<file path="config.mk">
export PLATFORM = sky130hd
export DESIGN_NAME = case_folded_murmur2_string_hash_top_flat
export DESIGN_NICKNAME = d
export VERILOG_FILES = /design/src/design/cfmh_pkg.sv /design/src/design/cfmh_if.sv /design/src/design/cfmh_mul.sv /design/src/design/cfmh_cfg.sv /design/src/design/cfmh_seq.sv /design/src/design/case_folded_murmur2_string_hash_top.sv /design/src/flat_wrapper.sv
export SDC_FILE = /design/constraint.sdc
export NUM_CORES = 1
export LEC_CHECK = 0
export ABC_AREA = 1
export BUFFER_PORTS_ARGS = -buffer_cell sky130_fd_sc_hd__buf_2
export CORE_MARGIN = 2
export CORE_UTILIZATION = 53
export CTS_CLUSTER_SIZE = 12
export DETAILED_ROUTE_END_ITERATION = 16
export PLACE_DENSITY = 0.71
export SLEW_MARGIN = 20
export SYNTH_ARGS = -nofsm -noshare
export SYNTH_HDL_FRONTEND = slang
export SYNTH_SLANG_ARGS = --single-unit
</file>
<file path="constraint.sdc">
create_clock -name i_clk -period 22.7 [get_ports i_clk]
set_clock_uncertainty 0.2 [all_clocks]
set_input_delay 4.54 -clock i_clk [delete_from_list [all_inputs] [get_ports i_clk]]
set_output_delay 4.54 -clock i_clk [all_outputs]
set_load 0.05 [all_outputs]
</file>
<file path="src/design/cfmh_pkg.sv">
// Shared constants, types and helpers for the case-folded MurmurHash2 block.
package cfmh_pkg;

    localparam int unsigned C_HASH_W = 32;
    localparam int unsigned C_LEN_W = 16;
    localparam int unsigned C_IDX_W = 1;

    localparam logic [C_HASH_W-1:0] C_MIX_MUL = 32'h5bd1_e995;
    localparam logic [C_HASH_W-1:0] C_SEED_RESET = 32'h3141_5926;

    localparam int unsigned C_SHIFT_K = 24;
    localparam int unsigned C_SHIFT_A = 13;
    localparam int unsigned C_SHIFT_B = 15;

    localparam logic [C_IDX_W-1:0] C_REG_SEED = 1'b0;
    localparam logic [C_IDX_W-1:0] C_REG_FOLD = 1'b1;

    typedef struct packed {
        logic [C_HASH_W-1:0] hash_seed;
        logic                fold_case;
    } t_cfg;

    // ASCII A-Z to a-z when folding is on
    function automatic logic [7:0] fold_byte(input logic [7:0] b, input logic fold);
        logic [7:0] r;
        r = b;
        if (fold && b >= 8'h41 && b <= 8'h5a) begin
            r = b | 8'h20;
        end
        return r;
    endfunction

endpackage

</file>
<file path="src/design/cfmh_if.sv">
// Handshake channel interfaces: byte input, hash output, register writes.
interface cfmh_in_if;
    logic        valid;
    logic        ready;
    logic [7:0]  data_byte;
    logic        byte_valid;
    logic        first;
    logic [15:0] total_length;
    logic        last;

    modport source(output valid, data_byte, byte_valid, first, total_length, last,
                   input ready);
    modport sink(input valid, data_byte, byte_valid, first, total_length, last,
                 output ready);
endinterface

interface cfmh_out_if;
    logic        valid;
    logic        ready;
    logic [31:0] hash_value;

    modport source(output valid, hash_value, input ready);
    modport sink(input valid, hash_value, output ready);
endinterface

interface cfmh_cfg_if;
    logic        valid;
    logic        ready;
    logic [0:0]  index;
    logic [31:0] data;

    modport source(output valid, index, data, input ready);
    modport sink(input valid, index, data, output ready);
endinterface

</file>
<file path="src/design/cfmh_mul.sv">
// Shared multiplier by the mixing constant, registered output.
module cfmh_mul (
    input  logic                  i_clk,
    input  logic                  i_en,
    input  logic [cfmh_pkg::C_HASH_W-1:0] i_a,
    output logic [cfmh_pkg::C_HASH_W-1:0] o_p
);
    import cfmh_pkg::*;

    logic [C_HASH_W-1:0] r_prod;
    logic [C_HASH_W-1:0] n_prod;

    // low 32 bits of the product only
    assign n_prod = i_a * C_MIX_MUL;

    always_ff @(posedge i_clk) begin
        if (i_en) begin
            r_prod <= n_prod;
        end
    end

    assign o_p = r_prod;
endmodule

</file>
<file path="src/design/cfmh_cfg.sv">
// Configuration registers: seed and case-fold enable.
module cfmh_cfg (
    input  logic           i_clk,
    input  logic           i_rst_n,
    cfmh_cfg_if.sink       i_cfg,
    output cfmh_pkg::t_cfg o_cfg
);
    import cfmh_pkg::*;

    t_cfg r_cfg;

    assign i_cfg.ready = 1'b1;

    always_ff @(posedge i_clk) begin
        if (!i_rst_n) begin
            r_cfg.hash_seed <= C_SEED_RESET;
            r_cfg.fold_case <= 1'b1;
        end else if (i_cfg.valid) begin
            unique case (i_cfg.index)
                C_REG_SEED: r_cfg.hash_seed <= i_cfg.data;
                C_REG_FOLD: r_cfg.fold_case <= i_cfg.data[0];
            endcase
        end
    end

    assign o_cfg = r_cfg;
endmodule

</file>
<file path="src/design/cfmh_seq.sv">
// Sequencer and datapath registers; drives the shared multiplier.
module cfmh_seq (
    input  logic                          i_clk,
    input  logic                          i_rst_n,
    input  cfmh_pkg::t_cfg                i_cfg,
    cfmh_in_if.sink                       i_in,
    cfmh_out_if.source                    o_out,
    output logic                          o_mul_en,
    output logic [cfmh_pkg::C_HASH_W-1:0] o_mul_a,
    input  logic [cfmh_pkg::C_HASH_W-1:0] i_mul_p
);
    import cfmh_pkg::*;

    typedef enum logic [8:0] {
        S_IDLE = 9'b000000001,
        S_K1   = 9'b000000010,
        S_K2   = 9'b000000100,
        S_K3   = 9'b000001000,
        S_K4   = 9'b000010000,
        S_TL   = 9'b000100000,
        S_TL2  = 9'b001000000,
        S_AV1  = 9'b010000000,
        S_AV2  = 9'b100000000
    } t_state;

    t_state              r_state, n_state;
    logic [C_HASH_W-1:0] r_acc, n_acc;
    logic [23:0]         r_pend, n_pend;
    logic [1:0]          r_cnt, n_cnt;
    logic [C_HASH_W-1:0] r_work, n_work;
    logic                r_last, n_last;
    logic [C_HASH_W-1:0] r_out, n_out;
    logic                r_out_valid, n_out_valid;

    logic                accept;
    logic [7:0]          fb;
    logic [C_HASH_W-1:0] acc0;
    logic [23:0]         pend0, pend1;
    logic [1:0]          cnt0, cnt1;
    logic [C_HASH_W-1:0] mix;

    assign i_in.ready = (r_state == S_IDLE);
    assign accept = i_in.valid && i_in.ready;
    assign o_out.valid = r_out_valid;
    assign o_out.hash_value = r_out;

    always_comb begin
        fb = fold_byte(i_in.data_byte, i_cfg.fold_case);
        acc0 = i_in.first ? (i_cfg.hash_seed ^ C_HASH_W'(i_in.total_length)) : r_acc;
        pend0 = i_in.first ? 24'd0 : r_pend;
        cnt0 = i_in.first ? 2'd0 : r_cnt;
        pend1 = pend0;
        cnt1 = cnt0;
        if (i_in.byte_valid) begin
            pend1 = pend0 | (24'(fb) << {cnt0, 3'b000});
            cnt1 = cnt0 + 2'd1;
        end
        mix = i_mul_p ^ r_work;

        n_state = r_state;
        n_acc = r_acc;
        n_pend = r_pend;
        n_cnt = r_cnt;
        n_work = r_work;
        n_last = r_last;
        n_out = r_out;
        n_out_valid = r_out_valid && !o_out.ready;
        o_mul_en = 1'b0;
        o_mul_a = r_work;

        unique case (r_state)
            S_IDLE: begin
                if (accept) begin
                    n_acc = acc0;
                    n_last = i_in.last;
                    if (i_in.byte_valid && cnt0 == 2'd3) begin
                        // word complete: k = bytes little-endian
                        n_work = {fb, pend0};
                        n_pend = '0;
                        n_cnt = '0;
                        n_state = S_K1;
                    end else if (i_in.last) begin
                        n_work = acc0 ^ C_HASH_W'(pend1);
                        n_acc = '0;
                        n_pend = '0;
                        n_cnt = '0;
                        n_state = (cnt1 != 2'd0) ? S_TL : S_AV1;
                    end else begin
                        n_pend = pend1;
                        n_cnt = cnt1;
                    end
                end
            end
            S_K1: begin
                o_mul_en = 1'b1;
                o_mul_a = r_work;
                n_state = S_K2;
            end
            S_K2: begin
                o_mul_en = 1'b1;
                o_mul_a = i_mul_p ^ (i_mul_p >> C_SHIFT_K);
                n_state = S_K3;
            end
            S_K3: begin
                o_mul_en = 1'b1;
                o_mul_a = r_acc;
                n_work = i_mul_p;
                n_state = S_K4;
            end
            S_K4: begin
                if (r_last) begin
                    n_acc = '0;
                    n_work = mix;
                    n_state = S_AV1;
                end else begin
                    n_acc = mix;
                    n_state = S_IDLE;
                end
            end
            S_TL: begin
                o_mul_en = 1'b1;
                o_mul_a = r_work;
                n_state = S_TL2;
            end
            S_TL2: begin
                n_work = i_mul_p;
                n_state = S_AV1;
            end
            S_AV1: begin
                o_mul_en = 1'b1;
                o_mul_a = r_work ^ (r_work >> C_SHIFT_A);
                n_state = S_AV2;
            end
            S_AV2: begin
                // hold here while the output register is still full
                if (!r_out_valid || o_out.ready) begin
                    n_out = i_mul_p ^ (i_mul_p >> C_SHIFT_B);
                    n_out_valid = 1'b1;
                    n_state = S_IDLE;
                end
            end
            default: n_state = S_IDLE;
        endcase
    end

    always_ff @(posedge i_clk) begin
        if (!i_rst_n) begin
            r_state <= S_IDLE;
            r_acc <= '0;
            r_pend <= '0;
            r_cnt <= '0;
            r_out_valid <= 1'b0;
        end else begin
            r_state <= n_state;
            r_acc <= n_acc;
            r_pend <= n_pend;
            r_cnt <= n_cnt;
            r_out_valid <= n_out_valid;
        end
    end

    always_ff @(posedge i_clk) begin
        r_work <= n_work;
        r_last <= n_last;
        r_out <= n_out;
    end
endmodule

</file>
<file path="src/design/case_folded_murmur2_string_hash_top.sv">
// Top level of the streaming case-folded MurmurHash2 (32-bit) string hasher.
//
// Usage: strings enter on i_in, one byte per word; first marks the start and
// carries total_length, last marks the end, byte_valid low means no byte (the
// single word of an empty string). One hash word leaves on o_out per string.
// Registers are written on i_cfg: index 0 is the seed, index 1 the case-fold
// enable; cfg is always ready; the user writes it only while idle (unchecked).
//
// Timing: a byte that does not complete a 4-byte word leaves the FSM idle
// and the next word is taken on the following cycle. A byte that completes a
// word runs S_K1 to S_K4: the word mix runs three products through the one
// shared multiplier, each registered. A last word goes on to S_AV1 and S_AV2
// (after S_TL and S_TL2 if tail bytes remain); S_AV2 loads the hash into the
// o_out register, waiting there while that register is still full.
//
// Reset (synchronous, active low) clears the accumulator, pending bytes and
// output valid, and reloads the seed and fold registers. A stalled receiver
// holds the finished hash in the output register; the next string can still
// be streamed, and only its final hash waits for the register to free up.
module case_folded_murmur2_string_hash_top (
    input  logic       i_clk,
    input  logic       i_rst_n,
    cfmh_in_if.sink    i_in,
    cfmh_out_if.source o_out,
    cfmh_cfg_if.sink   i_cfg
);
    import cfmh_pkg::*;

    t_cfg                cfg;
    logic                mul_en;
    logic [C_HASH_W-1:0] mul_a;
    logic [C_HASH_W-1:0] mul_p;

    cfmh_cfg u_cfg (
        .i_clk   (i_clk),
        .i_rst_n (i_rst_n),
        .i_cfg   (i_cfg),
        .o_cfg   (cfg)
    );

    cfmh_mul u_mul (
        .i_clk (i_clk),
        .i_en  (mul_en),
        .i_a   (mul_a),
        .o_p   (mul_p)
    );

    cfmh_seq u_seq (
        .i_clk    (i_clk),
        .i_rst_n  (i_rst_n),
        .i_cfg    (cfg),
        .i_in     (i_in),
        .o_out    (o_out),
        .o_mul_en (mul_en),
        .o_mul_a  (mul_a),
        .i_mul_p  (mul_p)
    );
endmodule
</file>
<file path="src/flat_wrapper.sv">
// flat-port wrapper written by rule: the top's interface ports become plain ports
module case_folded_murmur2_string_hash_top_flat import cfmh_pkg::*;
  (i_clk, i_rst_n, i_in_valid, i_in_data_byte, i_in_byte_valid, i_in_first, i_in_total_length, i_in_last, i_in_ready, o_out_valid, o_out_hash_value, o_out_ready, i_cfg_valid, i_cfg_index, i_cfg_data, i_cfg_ready);
  cfmh_in_if i_in_i ();
  cfmh_out_if o_out_i ();
  cfmh_cfg_if i_cfg_i ();
  input  logic i_clk;
  input  logic i_rst_n;
  input wire logic [$bits(i_in_i.valid)-1:0] i_in_valid;
  input wire logic [$bits(i_in_i.data_byte)-1:0] i_in_data_byte;
  input wire logic [$bits(i_in_i.byte_valid)-1:0] i_in_byte_valid;
  input wire logic [$bits(i_in_i.first)-1:0] i_in_first;
  input wire logic [$bits(i_in_i.total_length)-1:0] i_in_total_length;
  input wire logic [$bits(i_in_i.last)-1:0] i_in_last;
  output wire logic [$bits(i_in_i.ready)-1:0] i_in_ready;
  output wire logic [$bits(o_out_i.valid)-1:0] o_out_valid;
  output wire logic [$bits(o_out_i.hash_value)-1:0] o_out_hash_value;
  input wire logic [$bits(o_out_i.ready)-1:0] o_out_ready;
  input wire logic [$bits(i_cfg_i.valid)-1:0] i_cfg_valid;
  input wire logic [$bits(i_cfg_i.index)-1:0] i_cfg_index;
  input wire logic [$bits(i_cfg_i.data)-1:0] i_cfg_data;
  output wire logic [$bits(i_cfg_i.ready)-1:0] i_cfg_ready;
  assign i_in_i.valid = i_in_valid;
  assign i_in_i.data_byte = i_in_data_byte;
  assign i_in_i.byte_valid = i_in_byte_valid;
  assign i_in_i.first = i_in_first;
  assign i_in_i.total_length = i_in_total_length;
  assign i_in_i.last = i_in_last;
  assign i_in_ready = i_in_i.ready;
  assign o_out_valid = o_out_i.valid;
  assign o_out_hash_value = o_out_i.hash_value;
  assign o_out_i.ready = o_out_ready;
  assign i_cfg_i.valid = i_cfg_valid;
  assign i_cfg_i.index = i_cfg_index;
  assign i_cfg_i.data = i_cfg_data;
  assign i_cfg_ready = i_cfg_i.ready;
  case_folded_murmur2_string_hash_top u_core (.i_clk(i_clk), .i_rst_n(i_rst_n), .i_in(i_in_i), .o_out(o_out_i), .i_cfg(i_cfg_i));
endmodule
</file>
==> results_dict.tcl, run 1 <==
set metrics [dict create \
    wire_per_inst_um 20.8 \
    final_cells 2862 \
    yosysMostFrequentCell "inv_1" \
    die_w_um 196 \
    cts_setup_buffers 0 \
    crit_path_top_delay_cell "a211oi_1" \
    setup.worst_path.start "u_core.u_seq.r_state[4]" \
    drt_pre_antenna_iters 6 \
    cts_tree "built" \
    synth_flop_cell "dfxtp_1" \
    cts_hold_buf 0 \
    core_area_um2 36500 \
    ys_seq_area_frac 0.251 \
    r2r_cells 31 \
    cp_max_fo 18 \
    ios 100 \
    yosys.area.top_type "fa_1" \
    vias_per_cell 5.62 \
    async_flop_share 0 \
    grt_max_degree 70 \
    h-tree-depth 4 \
    cp.required_ps 22710 \
    start_util 0.537 \
    cts-root-buf "clkbuf_16" \
    gr-total-overflow 0 \
    drc 0 \
    r2r_start "u_core.u_seq.r_state[4]" \
    critPathKind "reg2reg" \
    cp_top_family "adder cells" \
    clock_path_buffers 2 \
    path_buf_inv 8 \
    ys_warn_count 0 \
    antenna_left 0 \
    hold_class "reg2reg" \
    cts_resized 0 \
    syn_area_um2 19600 \
    max_freq_mhz 118 \
    worst-path-stages 31 \
    drv_slew 0 \
    setup_viol 0 \
    area_growth_pct 7.88 \
    die_y_um 196 \
    ys_types 57 \
    grtUsageTotal 0.316 \
    min_path_cells 2 \
    rows 70 \
    status "finished clean" \
    cts_buffers 17 \
    clk_latency_ps 450 \
    syn_nets 2773 \
    synth-seq-cells 198 \
    fin_setup_tns_ps 0 \
    worst_setup_path_end_kind "register" \
    grt_pass1_vias 16012 \
    synth.top_cell.area_share 0.185 \
    totalWireLength_mm 59.4 \
    detail_route.iter0.violations 1538 \
    num_antenna_cells 0 \
    cts_sinks 198 \
    synth_common_cells "inv_1 (481), nand2_1 (357), ha_1 (217)" \
    post-route-period-util 0.374 \
    final_util 0.580 \
    rsz0062_at_grt "no" \
    crit_path_start_kind "register" \
    numPortBuffers 98 \
    final_nets 2844 \
    synthCells 2310 \
    cpPeakStageDelay_ps 680 \
    dp.cells 2830 \
    drv_cap 0 \
    worst_pin_slew_ps 1060 \
    vias 16085 \
    synth_edf_count 97 \
    slew_headroom 0.288 \
    hold_viol 0 \
    min_from "u_core.u_cfg.o_cfg[25]" \
    drive_gt1_frac 0.0927 \
    hpwl_mm 46.8 \
    syn_area_per_cell_um2 8.50 \
    ys_top_cells_by_area "fa_1 (18%), edfxtp_1 (15%), ha_1 (14%), dfxtp_1 (10%), inv_1 (9.2%)" \
    crit_arrival_ps 8500 \
    clk_pin_slew_ps 70 \
    grt_pass1_wl_mm 92.0 \
    antenna_found_initial 0 \
    gp_congestion 0.973 \
    dieArea_um2 38600 \
    fin_crit_ps 8490 \
]
## worst min-delay path, cell delays in order (launching register included)
cell     delay, ps
dfxtp_1        330
nand2_1         50
nand3_1         50
## registers in the layout, indices dropped and copies added (netlist names)
register	cells
u_core.u_seq.r_pend	24
u_core.u_seq.r_work	32
u_core.u_cfg.o_cfg	33
u_core.u_seq.o_out.hash_value	32
u_core.u_seq.r_last	1
u_core.u_seq.r_state	9
u_core.u_mul.o_p	32
u_core.u_seq.r_acc	32
u_core.u_seq.o_out.valid	1
u_core.u_seq.r_cnt	2
## per-stage QoR
stage                     hold WS [ps]  setup WS [ps]  instance area (um^2)
after floorplan                    224          14260                 19600
after global placement             244          13940                 20600
after detailed placement           248          13910                 20600
after CTS                          265          14270                 21200
after global routing               285          13790                 21200
final                              264          14210                 21200
## cells by family after synthesis
kind of cell	synth area share
other	0.000191
XOR/XNOR	0.0634
AND/OR/NAND/NOR	0.141
AO/OA/AOI/OAI	0.103
adder cells (fa/ha/maj)	0.323
multiplexers	0.00816
flip-flops	0.251
buffers and inverters	0.110
## metal layers
| metal | track usage | wire [um] |
|---|---|---|
| met5 | 0 | 0 |
| met4 | 0.140 | 2920 |
| met3 | 0.0462 | 4320 |
| met2 | 0.529 | 27900 |
| met1 | 0.408 | 24300 |
## final timing paths
check / to / slack [ps]
worst max-delay path: u_core.u_mul.o_p[31] / 14210
worst min-delay path: u_core.u_cfg.o_cfg[25] / 260
worst max register to register: u_core.u_mul.o_p[31] / 14210
worst min register to register: u_core.u_cfg.o_cfg[25] / 260
## cells in the final DEF (no fill, tap or decap), types with 6 or more instances in the layout
master | synthesis | final
nor2_2 | 9 | 10
o211ai_1 | 9 | 9
nand4_1 | 9 | 9
mux2i_1 | 16 | 16
ha_1 | 217 | 217
a21oi_1 | 116 | 114
fa_1 | 181 | 181
edfxtp_1 | 97 | 97
nand3_1 | 76 | 76
nor4_1 | 7 | 6
a31oi_1 | 7 | 7
clkbuf_16 | 0 | 17
o221ai_1 | 10 | 10
nor2_4 | 6 | 6
a221oi_1 | 6 | 6
o21ai_0 | 141 | 141
xor2_1 | 98 | 98
dfxtp_1 | 101 | 101
a211oi_1 | 11 | 11
inv_1 | 481 | 480
nand2_2 | 18 | 17
xnor2_1 | 44 | 44
nand2_1 | 357 | 357
buf_2 | 8 | 98
o22ai_1 | 9 | 9
nor2_1 | 132 | 131
inv_2 | 14 | 15
a22oi_1 | 15 | 15
buf_4 | 1 | 21
## final cells by class
type                            count  area (um^2)
Multi-Input combinational cell   1547        12600
Fill cell                        3321        15400
Timing Repair Buffer              119          648
Inverter                          498         1870
Sequential cell                   198         4930
Tap cell                          468          586
Clock buffer                       18          429
Clock inverter                     14          150
Power of run 1 is not shown: default switching activity piles up to over one toggle a cycle in this logic, so the estimate is an artifact.
==> run 2, diff against run 1 <==
Clock period 22.7 ns to 8.2 ns, I/O delays scaled along.
==> results_dict.tcl, run 2 (synthesized netlist as in run 1, its figures left out) <==
set metrics [dict create \
    status "finished clean" \
    fin_crit_ps 7850 \
    cpPeakStageDelay_ps 550 \
    worst-path-stages 29 \
    setup_viol 0 \
    die_w_um 196 \
    final_util 0.594 \
    min_path_cells 2 \
    cts_sinks 198 \
    hold_viol 0 \
    dieArea_um2 38600 \
    mostFrequentLayoutCells "inv_1 (477), nand2_1 (356), ha_1 (217)" \
    post-route-period-util 0.957 \
    vias_per_cell 5.58 \
    drc 0 \
    gr-total-overflow 0 \
    fillCellCount 3253 \
    drv_slew 0 \
    drive_gt1_frac 0.122 \
    grtUsageTotal 0.330 \
    largest_register_ffs 33 \
    core_area_um2 36500 \
    start_util 0.537 \
    grt_pass1_wl_mm 94.9 \
    vias 16323 \
    crit_path_start_kind "register" \
    rows 70 \
    drv_cap 0 \
    hold_class "reg2reg" \
    antenna_found_initial 0 \
    r2r_cells 29 \
    totalWireLength_mm 62.9 \
    die_y_um 196 \
    gp_congestion 0.971 \
    cts-root-buf "clkbuf_16" \
    worst_pin_slew_ps 1090 \
    grt_pass1_vias 16209 \
    crit_path_top_delay_cell "fa_1" \
    final_nets 2907 \
    wire_per_inst_um 21.5 \
    max_freq_mhz 127 \
    slew_headroom 0.270 \
    multi_input_comb_area_um2 12600 \
    numPortBuffers 98 \
    drt_pre_antenna_iters 6 \
    seq_area_um2 4930 \
    h-tree-depth 4 \
    hpwl_mm 50.6 \
    num_antenna_cells 0 \
    ios 100 \
    area_growth_pct 10.6 \
    final_common_cell "inv_1" \
    critPathKind "reg2reg" \
    cts_tree "built" \
    antenna_left 0 \
    clock_path_buffers 2 \
    detail_route.iter0.violations 1633 \
    clk_pin_slew_ps 70 \
    cp_top_family "adder cells" \
    crit_arrival_ps 7850 \
    cts_hold_buf 0 \
    worst_setup_path_end_kind "register" \
    grt_max_degree 70 \
    cp_max_fo 18 \
    path_buf_inv 8 \
    cts_buffers 17 \
    clk_latency_ps 460 \
    cp.required_ps 8210 \
]
==> run 2: cell count changes in the layout (fill, tap and decap cells not counted), moves of 3 or more <==
cell | before | now
a211oi_2 | 0 | 3
buf_4 | 21 | 80
inv_1 | 480 | 477
clkinvlp_4 | 4 | 7
a211oi_1 | 11 | 8
==> run 2: cell type report <==
class                   instances  area share
clock buffers                  19      0.0199
repair buffers                180      0.0521
flip-flops and latches        198       0.227
inverters                     498      0.0867
multi-input cells            1548       0.582
clock inverters                13     0.00450
well taps                     468      0.0270
repair inverters                1    0.000231
==> run 2: path summary, 6_finish.rpt <==
kind	slack, ps	to	from
min reg2reg	270	u_core.u_seq.r_pend[16]	u_core.u_seq.r_pend[16]
max reg2reg	350	u_core.u_mul.o_p[29]	u_core.u_seq.r_state[4]
min	270	u_core.u_seq.r_pend[16]	u_core.u_seq.r_pend[16]
max	350	u_core.u_mul.o_p[29]	u_core.u_seq.r_state[4]
==> run 2: timing repair <==
action	in CTS	in global routing
setup endpoints to repair	1	7
setup buffers	0	17
gates resized for setup	1	25
pin swaps	0	5
cloned	0	2
==> run 2: layer usage <==
layer	vias up	share of wire	global-route usage
li1	7608	-	-
met5	-	0	0
met4	0	0.051	0.158
met3	137	0.067	0.0426
met1	7896	0.40	0.414
met2	682	0.48	0.568
==> run 2: worst register-to-register path, delay by kind of cell (launching register included) <==
family                     cells  cell delay [ps]
buffers and inverters          8              780
and+or+nand+nor                7             1300
DFF                            1              320
AOI/OAI and AO/OA              4              930
adders and majority gates      9             3990
xor gates and xnor gates       1               80
==> run 2: stage by stage <==
| step | instance area [um^2] | instances | setup WS (ps) | hold WS (ps) | TNS, ps |
|---|---|---|---|---|---|
| 2_1_floorplan | 19600 | 2310 | 445 | 224 | 0 |
| 3_3_place_gp | 20900 | 2874 | 74.3 | 245 | 0 |
| 3_5_place_dp | 20900 | 2874 | 8.30 | 257 | 0 |
| 4_1_cts | 21500 | 2906 | 1.62 | 268 | 0 |
| 5_1_grt | 21700 | 2925 | -8.94 | 289 | -8.94 |
| 6_report | 21700 | 2925 | 354 | 268 | 0 |
Power of run 2 is left out for the same reason.
